## src/hdl/wshm_pkg.sv

```systemverilog
// ----------------------------------------------------------------------------
// wshm_pkg
// Shared types and constants for the wind stow hysteresis monitor.
// ----------------------------------------------------------------------------
package wshm_pkg;

  localparam int WINDOW_MAX  = 64;
  localparam int SAMPLE_W    = 15;
  localparam int RAW_W       = 16;
  localparam int THR_W       = 15;
  localparam int DELAY_W     = 16;
  localparam int WLEN_W      = 7;
  localparam int CFG_DATA_W  = 16;
  localparam int CFG_AW      = 3;
  localparam int BLOCK_LIMIT = 32760;

  localparam int AW      = $clog2(WINDOW_MAX);
  localparam int CNT_W   = $clog2(WINDOW_MAX + 1);
  localparam int SUM_W   = $clog2(WINDOW_MAX * BLOCK_LIMIT + 1);
  localparam int LIM_W   = THR_W + CNT_W;
  localparam int DCNT_W  = $clog2(SUM_W);

  typedef enum logic [CFG_AW-1:0] {
    CFG_STOW_THR   = 3'd0,
    CFG_UNSTOW_THR = 3'd1,
    CFG_STOW_DLY   = 3'd2,
    CFG_UNSTOW_DLY = 3'd3,
    CFG_WIN_LEN    = 3'd4
  } cfg_idx_e;

  typedef enum logic [2:0] {
    ST_IDLE,
    ST_SUM,
    ST_DIV_LOAD,
    ST_DIV,
    ST_DECIDE
  } ctrl_state_e;

  typedef struct packed {
    logic               read_ok;
    logic [RAW_W-1:0]   raw_reading;
    logic [THR_W-1:0]   forecast_speed;
  } in_item_t;

  typedef struct packed {
    logic                stow_command;
    logic [SAMPLE_W-1:0] current_speed;
    logic [SAMPLE_W-1:0] average_speed;
    logic                comm_fault;
    logic                blocked_fault;
  } out_item_t;

  typedef struct packed {
    logic accept;
    logic sum_step;
    logic div_load;
    logic div_step;
    logic decide;
  } ctrl_cmd_t;

  typedef struct packed {
    logic sum_last;
    logic div_last;
  } dp_sts_t;

endpackage

```

## src/hdl/wshm_ctrl.sv

```systemverilog
// ----------------------------------------------------------------------------
// wshm_ctrl
// Sequencer: accept, window sum, serial divide, stow decision, result slot.
// ----------------------------------------------------------------------------
module wshm_ctrl (
  input  logic               clk_i,
  input  logic               rst_ni,
  input  logic               in_valid_i,
  output logic               in_ready_o,
  output logic               out_valid_o,
  input  logic               out_ready_i,
  input  wshm_pkg::dp_sts_t  sts_i,
  output wshm_pkg::ctrl_cmd_t cmd_o
);

  wshm_pkg::ctrl_state_e state_q, state_d;
  logic out_valid_q, out_valid_d;
  logic out_free;

  assign out_free = !out_valid_q || out_ready_i;

  always_ff @(posedge clk_i or negedge rst_ni) begin
    if (!rst_ni) begin
      state_q     <= wshm_pkg::ST_IDLE;
      out_valid_q <= 1'b0;
    end else begin
      state_q     <= state_d;
      out_valid_q <= out_valid_d;
    end
  end

  always_comb begin
    state_d = state_q;
    unique case (state_q)
      wshm_pkg::ST_IDLE: begin
        if (in_valid_i) state_d = wshm_pkg::ST_SUM;
      end
      wshm_pkg::ST_SUM: begin
        if (sts_i.sum_last) state_d = wshm_pkg::ST_DIV_LOAD;
      end
      wshm_pkg::ST_DIV_LOAD: begin
        state_d = wshm_pkg::ST_DIV;
      end
      wshm_pkg::ST_DIV: begin
        if (sts_i.div_last) state_d = wshm_pkg::ST_DECIDE;
      end
      wshm_pkg::ST_DECIDE: begin
        if (out_free) state_d = wshm_pkg::ST_IDLE;
      end
      default: state_d = wshm_pkg::ST_IDLE;
    endcase
  end

  always_comb begin
    cmd_o      = '0;
    in_ready_o = 1'b0;
    unique case (state_q)
      wshm_pkg::ST_IDLE: begin
        in_ready_o   = 1'b1;
        cmd_o.accept = in_valid_i;
      end
      wshm_pkg::ST_SUM:      cmd_o.sum_step = 1'b1;
      wshm_pkg::ST_DIV_LOAD: cmd_o.div_load = 1'b1;
      wshm_pkg::ST_DIV:      cmd_o.div_step = 1'b1;
      wshm_pkg::ST_DECIDE:   cmd_o.decide   = out_free;
      default: ;
    endcase
  end

  assign out_valid_d = (out_valid_q && !out_ready_i) || cmd_o.decide;
  assign out_valid_o = out_valid_q;

endmodule

```

## src/hdl/wshm_dp.sv

```systemverilog
// ----------------------------------------------------------------------------
// wshm_dp
// Datapath: config registers, sample window RAM, sum, divider, stow state.
// ----------------------------------------------------------------------------
module wshm_dp (
  input  logic                           clk_i,
  input  logic                           rst_ni,
  input  logic                           cfg_we_i,
  input  logic [wshm_pkg::CFG_AW-1:0]    cfg_addr_i,
  input  logic [wshm_pkg::CFG_DATA_W-1:0] cfg_wdata_i,
  input  wshm_pkg::in_item_t             in_data_i,
  input  wshm_pkg::ctrl_cmd_t            cmd_i,
  output wshm_pkg::dp_sts_t              sts_o,
  output wshm_pkg::out_item_t            out_data_o
);

  localparam int AW    = wshm_pkg::AW;
  localparam int CNT_W = wshm_pkg::CNT_W;
  localparam int SUM_W = wshm_pkg::SUM_W;
  localparam int LIM_W = wshm_pkg::LIM_W;
  localparam int SW    = wshm_pkg::SAMPLE_W;
  localparam int DW    = wshm_pkg::DELAY_W;
  localparam int PW    = CNT_W + 1;

  // configuration
  logic [wshm_pkg::THR_W-1:0]  stow_thr_q, unstow_thr_q;
  logic [DW-1:0]               stow_dly_q, unstow_dly_q;
  logic [wshm_pkg::WLEN_W-1:0] win_len_q;

  always_ff @(posedge clk_i or negedge rst_ni) begin
    if (!rst_ni) begin
      stow_thr_q   <= wshm_pkg::THR_W'(200);
      unstow_thr_q <= wshm_pkg::THR_W'(150);
      stow_dly_q   <= DW'(3);
      unstow_dly_q <= DW'(600);
      win_len_q    <= wshm_pkg::WLEN_W'(8);
    end else if (cfg_we_i) begin
      unique case (wshm_pkg::cfg_idx_e'(cfg_addr_i))
        wshm_pkg::CFG_STOW_THR:   stow_thr_q   <= cfg_wdata_i[wshm_pkg::THR_W-1:0];
        wshm_pkg::CFG_UNSTOW_THR: unstow_thr_q <= cfg_wdata_i[wshm_pkg::THR_W-1:0];
        wshm_pkg::CFG_STOW_DLY:   stow_dly_q   <= cfg_wdata_i[DW-1:0];
        wshm_pkg::CFG_UNSTOW_DLY: unstow_dly_q <= cfg_wdata_i[DW-1:0];
        wshm_pkg::CFG_WIN_LEN:    win_len_q    <= cfg_wdata_i[wshm_pkg::WLEN_W-1:0];
        default: ;
      endcase
    end
  end

  // effective window length
  logic [CNT_W-1:0] n_eff;
  always_comb begin
    if (win_len_q == '0) begin
      n_eff = CNT_W'(1);
    end else if (32'(win_len_q) > wshm_pkg::WINDOW_MAX) begin
      n_eff = CNT_W'(wshm_pkg::WINDOW_MAX);
    end else begin
      n_eff = CNT_W'(win_len_q);
    end
  end

  // sample conditioning
  logic          blk_in, clr_in;
  logic [SW-1:0] smp_in;
  assign blk_in = in_data_i.read_ok &&
                  (32'(in_data_i.raw_reading) > wshm_pkg::BLOCK_LIMIT);
  assign clr_in = in_data_i.read_ok &&
                  (32'(in_data_i.raw_reading) < wshm_pkg::BLOCK_LIMIT);
  assign smp_in = (in_data_i.read_ok && !blk_in) ? in_data_i.raw_reading[SW-1:0] : '0;

  logic [SW-1:0]             smp_q;
  logic                      blk_q;
  logic [wshm_pkg::THR_W-1:0] fc_q;
  logic [LIM_W-1:0]          hi_lim_q, lo_lim_q;
  logic                      comm_q;

  always_ff @(posedge clk_i) begin
    if (cmd_i.accept) begin
      smp_q    <= smp_in;
      blk_q    <= blk_in;
      fc_q     <= in_data_i.forecast_speed;
      hi_lim_q <= LIM_W'(stow_thr_q) * LIM_W'(n_eff);
      lo_lim_q <= LIM_W'(unstow_thr_q) * LIM_W'(n_eff);
    end
  end

  always_ff @(posedge clk_i or negedge rst_ni) begin
    if (!rst_ni) begin
      comm_q <= 1'b0;
    end else if (cmd_i.accept) begin
      if (!in_data_i.read_ok) comm_q <= 1'b1;
      else if (clr_in)        comm_q <= 1'b0;
    end
  end

  // window RAM, circular; newest entry at wptr_q
  logic [SW-1:0]    mem_q [wshm_pkg::WINDOW_MAX];
  logic [AW-1:0]    wptr_q, wptr_nx;
  logic [CNT_W-1:0] fill_q;

  assign wptr_nx = (32'(wptr_q) == wshm_pkg::WINDOW_MAX - 1) ? '0 : wptr_q + AW'(1);

  always_ff @(posedge clk_i or negedge rst_ni) begin
    if (!rst_ni) begin
      wptr_q <= '0;
      fill_q <= '0;
    end else if (cmd_i.accept) begin
      wptr_q <= wptr_nx;
      if (32'(fill_q) < wshm_pkg::WINDOW_MAX) fill_q <= fill_q + CNT_W'(1);
    end
  end

  always_ff @(posedge clk_i) begin
    if (cmd_i.accept) mem_q[wptr_nx] <= smp_in;
  end

  // summation over the newest n_eff entries
  logic [CNT_W-1:0] idx_q;
  logic [SUM_W-1:0] sum_q;
  logic [PW-1:0]    rd_full;
  logic [AW-1:0]    rd_addr;
  logic [SW-1:0]    rd_data_q;
  logic             rd_vld_q;

  always_comb begin
    if (PW'(wptr_q) >= PW'(idx_q)) begin
      rd_full = PW'(wptr_q) - PW'(idx_q);
    end else begin
      rd_full = PW'(wptr_q) + PW'(wshm_pkg::WINDOW_MAX) - PW'(idx_q);
    end
  end
  assign rd_addr = rd_full[AW-1:0];

  always_ff @(posedge clk_i) begin
    rd_data_q <= mem_q[rd_addr];
    rd_vld_q  <= idx_q < fill_q;
  end

  assign sts_o.sum_last = cmd_i.sum_step && (idx_q == n_eff);

  always_ff @(posedge clk_i) begin
    if (cmd_i.accept) begin
      idx_q <= '0;
      sum_q <= '0;
    end else if (cmd_i.sum_step) begin
      idx_q <= idx_q + CNT_W'(1);
      if (idx_q != '0 && rd_vld_q) sum_q <= sum_q + SUM_W'(rd_data_q);
    end
  end

  // restoring divider, one quotient bit a cycle
  logic [SUM_W-1:0]          quo_q;
  logic [CNT_W-1:0]          rem_q;
  logic [wshm_pkg::DCNT_W-1:0] dcnt_q;
  logic [CNT_W:0]            rem_sh, rem_df;
  logic                      q_bit;

  assign rem_sh = {rem_q, quo_q[SUM_W-1]};
  assign q_bit  = rem_sh >= {1'b0, n_eff};
  assign rem_df = q_bit ? (rem_sh - {1'b0, n_eff}) : rem_sh;
  assign sts_o.div_last = cmd_i.div_step &&
                          (32'(dcnt_q) == SUM_W - 1);

  always_ff @(posedge clk_i) begin
    if (cmd_i.div_load) begin
      quo_q  <= sum_q;
      rem_q  <= '0;
      dcnt_q <= '0;
    end else if (cmd_i.div_step) begin
      quo_q  <= {quo_q[SUM_W-2:0], q_bit};
      rem_q  <= rem_df[CNT_W-1:0];
      dcnt_q <= dcnt_q + wshm_pkg::DCNT_W'(1);
    end
  end

  // stow hysteresis
  logic          stow_q, stow_d;
  logic [DW-1:0] scnt_q, scnt_d, ucnt_q, ucnt_d, sinc, uinc;
  logic          high_avg, low_avg, high_fc, low_fc;

  assign high_avg = LIM_W'(sum_q) >= hi_lim_q;
  assign low_avg  = LIM_W'(sum_q) <  lo_lim_q;
  assign high_fc  = fc_q >= stow_thr_q;
  assign low_fc   = fc_q <  unstow_thr_q;
  assign sinc     = (scnt_q == '1) ? scnt_q : scnt_q + DW'(1);
  assign uinc     = (ucnt_q == '1) ? ucnt_q : ucnt_q + DW'(1);

  always_comb begin
    stow_d = stow_q;
    scnt_d = scnt_q;
    ucnt_d = ucnt_q;
    if (high_avg && !stow_q) begin
      scnt_d = sinc;
      if (sinc >= stow_dly_q) begin
        stow_d = 1'b1;
        scnt_d = '0;
      end
    end else if (high_fc && !stow_q) begin
      stow_d = 1'b1;
    end else if (low_avg && low_fc && stow_q) begin
      ucnt_d = uinc;
      if (uinc >= unstow_dly_q) begin
        stow_d = 1'b0;
        ucnt_d = '0;
      end
    end else if (high_avg || (low_avg && (scnt_q != '0 || ucnt_q != '0))) begin
      scnt_d = '0;
      ucnt_d = '0;
    end
  end

  always_ff @(posedge clk_i or negedge rst_ni) begin
    if (!rst_ni) begin
      stow_q <= 1'b0;
      scnt_q <= '0;
      ucnt_q <= '0;
    end else if (cmd_i.decide) begin
      stow_q <= stow_d;
      scnt_q <= scnt_d;
      ucnt_q <= ucnt_d;
    end
  end

  // result register
  always_ff @(posedge clk_i) begin
    if (cmd_i.decide) begin
      out_data_o.stow_command  <= stow_d;
      out_data_o.current_speed <= smp_q;
      out_data_o.average_speed <= quo_q[SW-1:0];
      out_data_o.comm_fault    <= comm_q;
      out_data_o.blocked_fault <= blk_q;
    end
  end

endmodule

```

## src/hdl/wind_stow_hysteresis_monitor_top.sv

```systemverilog
// ----------------------------------------------------------------------------
// wind_stow_hysteresis_monitor_top
// Wind stow monitor: moving average of anemometer reads with stow hysteresis.
// ----------------------------------------------------------------------------
// Input channel (in_valid_i/in_ready_o/in_data_i) takes one request per read:
// read_ok, raw_reading and forecast_speed. Output channel (out_valid_o/
// out_ready_i/out_data_o) returns one result per request.
// Configuration is a plain write port (cfg_we_i, cfg_addr_i, cfg_wdata_i);
// write it only while no request is in flight; the block does not enforce it.
// The window sum reads the sample RAM one entry a cycle over the effective
// window length n (1..64), then a restoring divider forms the average. A
// new request is taken only once the previous one has been decided.
// A finished result sits in an output register, so the next request is
// taken while it waits; if the receiver still stalls when the following
// result is ready, the block holds it and takes no new request.
// Reset (rst_ni low, asynchronous) restores register defaults, clears stow
// state, counters, fault flag and the window fill count; no clearing pass.
// ----------------------------------------------------------------------------
module wind_stow_hysteresis_monitor_top (
  input  logic                            clk_i,
  input  logic                            rst_ni,
  input  logic                            in_valid_i,
  output logic                            in_ready_o,
  input  wshm_pkg::in_item_t              in_data_i,
  output logic                            out_valid_o,
  input  logic                            out_ready_i,
  output wshm_pkg::out_item_t             out_data_o,
  input  logic                            cfg_we_i,
  input  logic [wshm_pkg::CFG_AW-1:0]     cfg_addr_i,
  input  logic [wshm_pkg::CFG_DATA_W-1:0] cfg_wdata_i
);

  wshm_pkg::ctrl_cmd_t cmd;
  wshm_pkg::dp_sts_t   sts;

  wshm_ctrl u_ctrl (
    .clk_i       (clk_i),
    .rst_ni      (rst_ni),
    .in_valid_i  (in_valid_i),
    .in_ready_o  (in_ready_o),
    .out_valid_o (out_valid_o),
    .out_ready_i (out_ready_i),
    .sts_i       (sts),
    .cmd_o       (cmd)
  );

  wshm_dp u_dp (
    .clk_i       (clk_i),
    .rst_ni      (rst_ni),
    .cfg_we_i    (cfg_we_i),
    .cfg_addr_i  (cfg_addr_i),
    .cfg_wdata_i (cfg_wdata_i),
    .in_data_i   (in_data_i),
    .cmd_i       (cmd),
    .sts_o       (sts),
    .out_data_o  (out_data_o)
  );

endmodule
```

## config.mk

```make
export PLATFORM = sky130hd
export DESIGN_NAME = wind_stow_hysteresis_monitor_top
export DESIGN_NICKNAME = d
export VERILOG_FILES = /design/src/hdl/wshm_pkg.sv /design/src/hdl/wshm_ctrl.sv /design/src/hdl/wshm_dp.sv /design/src/hdl/wind_stow_hysteresis_monitor_top.sv
export SDC_FILE = /design/constraint.sdc
export NUM_CORES = 2
export LEC_CHECK = 0
export BUFFER_PORTS_ARGS = -buffer_cell sky130_fd_sc_hd__buf_2
export CORE_UTILIZATION = 45
export CTS_CLUSTER_SIZE = 28
export DETAILED_ROUTE_END_ITERATION = 10
export PLACE_DENSITY_LB_ADDON = 0.15
export REMOVE_ABC_BUFFERS = 1
export SLEW_MARGIN = 20
export SYNTH_ARGS = -nofsm -noshare
export SYNTH_HDL_FRONTEND = slang
export SYNTH_SLANG_ARGS = --single-unit
```

## constraint.sdc

```tcl
create_clock -name clk_i -period 10.8 [get_ports clk_i]
set_input_delay 1.08 -clock clk_i [delete_from_list [all_inputs] [get_ports clk_i]]
set_output_delay 1.08 -clock clk_i [all_outputs]
set_load 0.02 [all_outputs]
```

==> impl_metrics.yaml <==
global_route:
  grt_usage: 0.224
  grt_pass1_wl_um: 215000
  grt_antenna_before_repair: 7
  overflow: 0
  grt_max_degree: 84
  grt_pass1_vias: 32700
power:
  ir_drop_v: 0.000395
  power_density_nw_per_um2: 300
  power_leakage_nw: 23.9
  total_power_mw: 19.9
worst_setup_path:
  rr_endpoint: "u_dp.lo_lim_q[21]"
  worstPathArrival_ns: 7.32
  rrSetupSlack_ns: 3.96
  path_class: "reg -> reg"
  cp.required_ns: 11.28
  cp_max_fo: 24
  start_kind: "register"
  r2r_start: "u_dp.win_len_q[6]"
  cp-end-kind: "register"
  reg2regPathDepth: 18
logic_synthesis:
  synth_cells: 3772
  synth_seq_cells: 1265
  ys.flop_type: "edfxtp_1"
  ys_seq_area_frac: 0.626
  syn_area_um2: 58800
  synth_cell_types: 77
  synth-edff-count: 1089
  yosysWarnings: 0
  syn_area_per_cell_um2: 15.6
  async_flop_share: 0.0949
clock_network:
  cts.htree.levels: 4
  numCtsBuffers: 137
  postCtsResizedCells: 0
  clock_latency_ns: 0.76
  path_clk_slew_ns: 0.06
  hold_buffers: 0
  post-cts-setup-buffer-count: 0
  ctsLongestPathBuffers: 3
  numClockSinks: 1265
  cts_root_buf: "clkbuf_16"
  cts_tree: "done"
routing:
  wirelength_um: 145000
  num_vias: 32600
  routedWlPerCell_um: 25.0
  drcViolationCount: 0
  drt_iter0_markers: 2716
  viasPerCell: 5.59
  first_pass_iters: 8
  antenna_left: 0
placement:
  pre_cts_slack_ns: 4.09
  gp_congestion: 0.859
  dpl_cell_area_um2: 61800
  dp.cells: 5566
  portBuffers: 90
  post-dp-hpwl_um: 95200
die:
  io_pins: 91
  die-width_um: 364
  coreArea_um2: 130000
  die_y_um: 364
  num_rows: 132
  die-area_um2: 132000
  floorplan.initialDensity: 0.454
final_layout:
  final_cells: 5820
  drive_gt1_frac: 0.197
  fin_nets: 4375
  final_area_um2: 66200
  n_fill_cell: 10800
  syn2layout_area_growth_pct: 12.6
timing:
  drv_slew: 0
  period_needed_ns: 6.84
  finalWorstSetupSlack_ns: 3.96
  setup_viol: 0
  grt_setup_unrepaired: "false"
  worstMarginPinSlew_ns: 1.01
  hold_violations: 0
  fmax_mhz: 146
  period_share: 0.633
  clock_skew_ns: 0.0280
  holdWs_ns: 0.295
  slew_headroom: 0.322
hold_path:
  hp-class: "in -> async"
status:
  outcome: "finished, final reports clean"
job:
  drv_cap: 0
[power breakdown]
part           switching, mW  internal [mW]
combinational           5.17           4.13
sequential             0.304           5.64
clock                   1.95           2.69
[metrics by stage]
| step | util | setup TNS [ns] |
|---|---|---|
| 2_1_floorplan | - | -5.96 |
| 3_3_place_gp | 0.476 | 0 |
| 3_5_place_dp | 0.476 | 0 |
| 4_1_cts | 0.511 | 0 |
| 5_1_grt | 0.511 | 0 |
| 6_report | 0.511 | 0 |
[layout by cell type, fill, tap and decap left out, types with 13 or more instances in the layout]
cell type	instances
a211oi_1	36
a21o_1	49
a21oi_1	103
and2_1	24
and3_1	22
and3_2	15
buf_2	89
buf_4	103
clkbuf_1	33
clkbuf_16	141
clkinv_1	36
clkinv_2	21
dfrtp_1	106
dfstp_2	14
dfxtp_1	56
edfxtp_1	1089
fa_1	130
ha_1	224
inv_1	286
mux2_2	56
mux2i_1	23
mux4_2	300
nand2_1	234
nand2b_1	16
nand3_1	46
nand4_1	33
nor2_1	297
nor2b_1	40
nor3_1	33
o21a_1	13
o21ai_0	119
xnor2_1	73
xor2_1	19
[routing by layer]
metal | global-route usage | vias up | routed length [µm]
li1 | - | 14600 | -
met1 | 0.308 | 16800 | 62500
met2 | 0.360 | 904 | 70200
met3 | 0.0338 | 228 | 7710
met4 | 0.0839 | 0 | 4910
met5 | 0 | - | 0
[Yosys cell counts, types with 12 or more instances]
cell      number  area (µm²)
a21oi_1      103         515
a21o_1        49         368
nor3_1        33         165
edfxtp_1    1089       32700
nand2_1      234         878
o21ai_0      120         601
xnor2_1       77         674
inv_1        287        1080
nor2_1       300        1130
buf_1         16        60.1
o21a_1        13        97.6
a211oi_1      36         270
clkbuf_1      96         360
mux2_2        56         631
mux4_2       300        6760
nand3_1       46         230
ha_1         225        2820
and2_1        24         150
dfxtp_1       56        1120
mux2i_1       23         230
clkinv_1      15        56.3
and3_1        38         238
dfrtp_1      106        2650
buf_2         28         140
nor4_1        12        75.1
nand4_1       33         206
xor2_1        19         166
nor2b_1       40         250
fa_1         131        2620
nand2b_1      16         100
dfstp_2       14         368
[critical path, cell delays in order, from the launching register on]
cell	delay, ns
dfrtp_1	0.71
nor2b_1	0.87
inv_1	0.69
nor2_1	0.32
fa_1	0.45
fa_1	0.49
fa_1	0.55
inv_1	0.05
fa_1	0.53
inv_1	0.04
ha_1	0.36
a21o_1	0.20
a21oi_1	0.14
o21ai_0	0.13
a22o_1	0.21
a2111o_1	0.41
a21o_1	0.16
a21oi_1	0.16
xnor2_1	0.08
[state kept, by name, indices dropped and copies added (netlist names), 16 cells and up]
register,flops
u_dp.mem_q,960
u_dp.quo_q,21
u_dp.unstow_dly_q,16
u_dp.hi_lim_q,22
u_dp.sum_q,21
u_dp.stow_dly_q,16
u_dp.out_data_o,33
u_dp.ucnt_q,16
u_dp.lo_lim_q,22
u_dp.scnt_q,16
[final cells by class]
| class | count | area [µm²] | area share |
|---|---|---|---|
| Tap cell | 1742 | 2180 | 0.0329 |
| Antenna cell | 3 | 7.51 | 0.000113 |
| Clock buffer | 178 | 3710 | 0.0560 |
| Timing Repair Buffer | 195 | 1260 | 0.0190 |
| Multi-Input combinational cell | 2062 | 20400 | 0.307 |
| Inverter | 302 | 1140 | 0.0172 |
| Sequential cell | 1265 | 36800 | 0.556 |
| Clock inverter | 73 | 742 | 0.0112 |
[how the worst max path moves through the flow]
stage | end | start | cells past startpoint | slack (ns)
CTS | u_dp.lo_lim_q[21] | u_dp.win_len_q[6] | 18 | 4.03
global route | u_dp.hi_lim_q[20] | u_dp.win_len_q[6] | 18 | 3.70
detailed placement | u_dp.lo_lim_q[21] | u_dp.win_len_q[6] | 18 | 4.09
global placement | u_dp.lo_lim_q[21] | u_dp.win_len_q[6] | 18 | 4.36
floorplan | u_dp.rd_data_q[0] | u_dp.wptr_q[0] | 7 | -0.40
finish | u_dp.lo_lim_q[21] | u_dp.win_len_q[6] | 18 | 3.96
[cells by family (layout without fill, tap and decap cells)]
| kind of cell | Yosys count | count (layout) | share of synthesized area |
|---|---|---|---|
| adders and majority gates | 356 | 356 | 0.0924 |
| xor gates and xnor gates | 96 | 96 | 0.0143 |
| DFF | 1265 | 1265 | 0.626 |
| other | 0 | 3 | 0 |
| buffers and inverters | 445 | 748 | 0.0293 |
| muxes | 382 | 382 | 0.130 |
| and+or+nand+nor | 808 | 808 | 0.0624 |
| AOI/OAI and AO/OA | 420 | 420 | 0.0451 |
No activity file was read; power rests on OpenSTA's default activity.
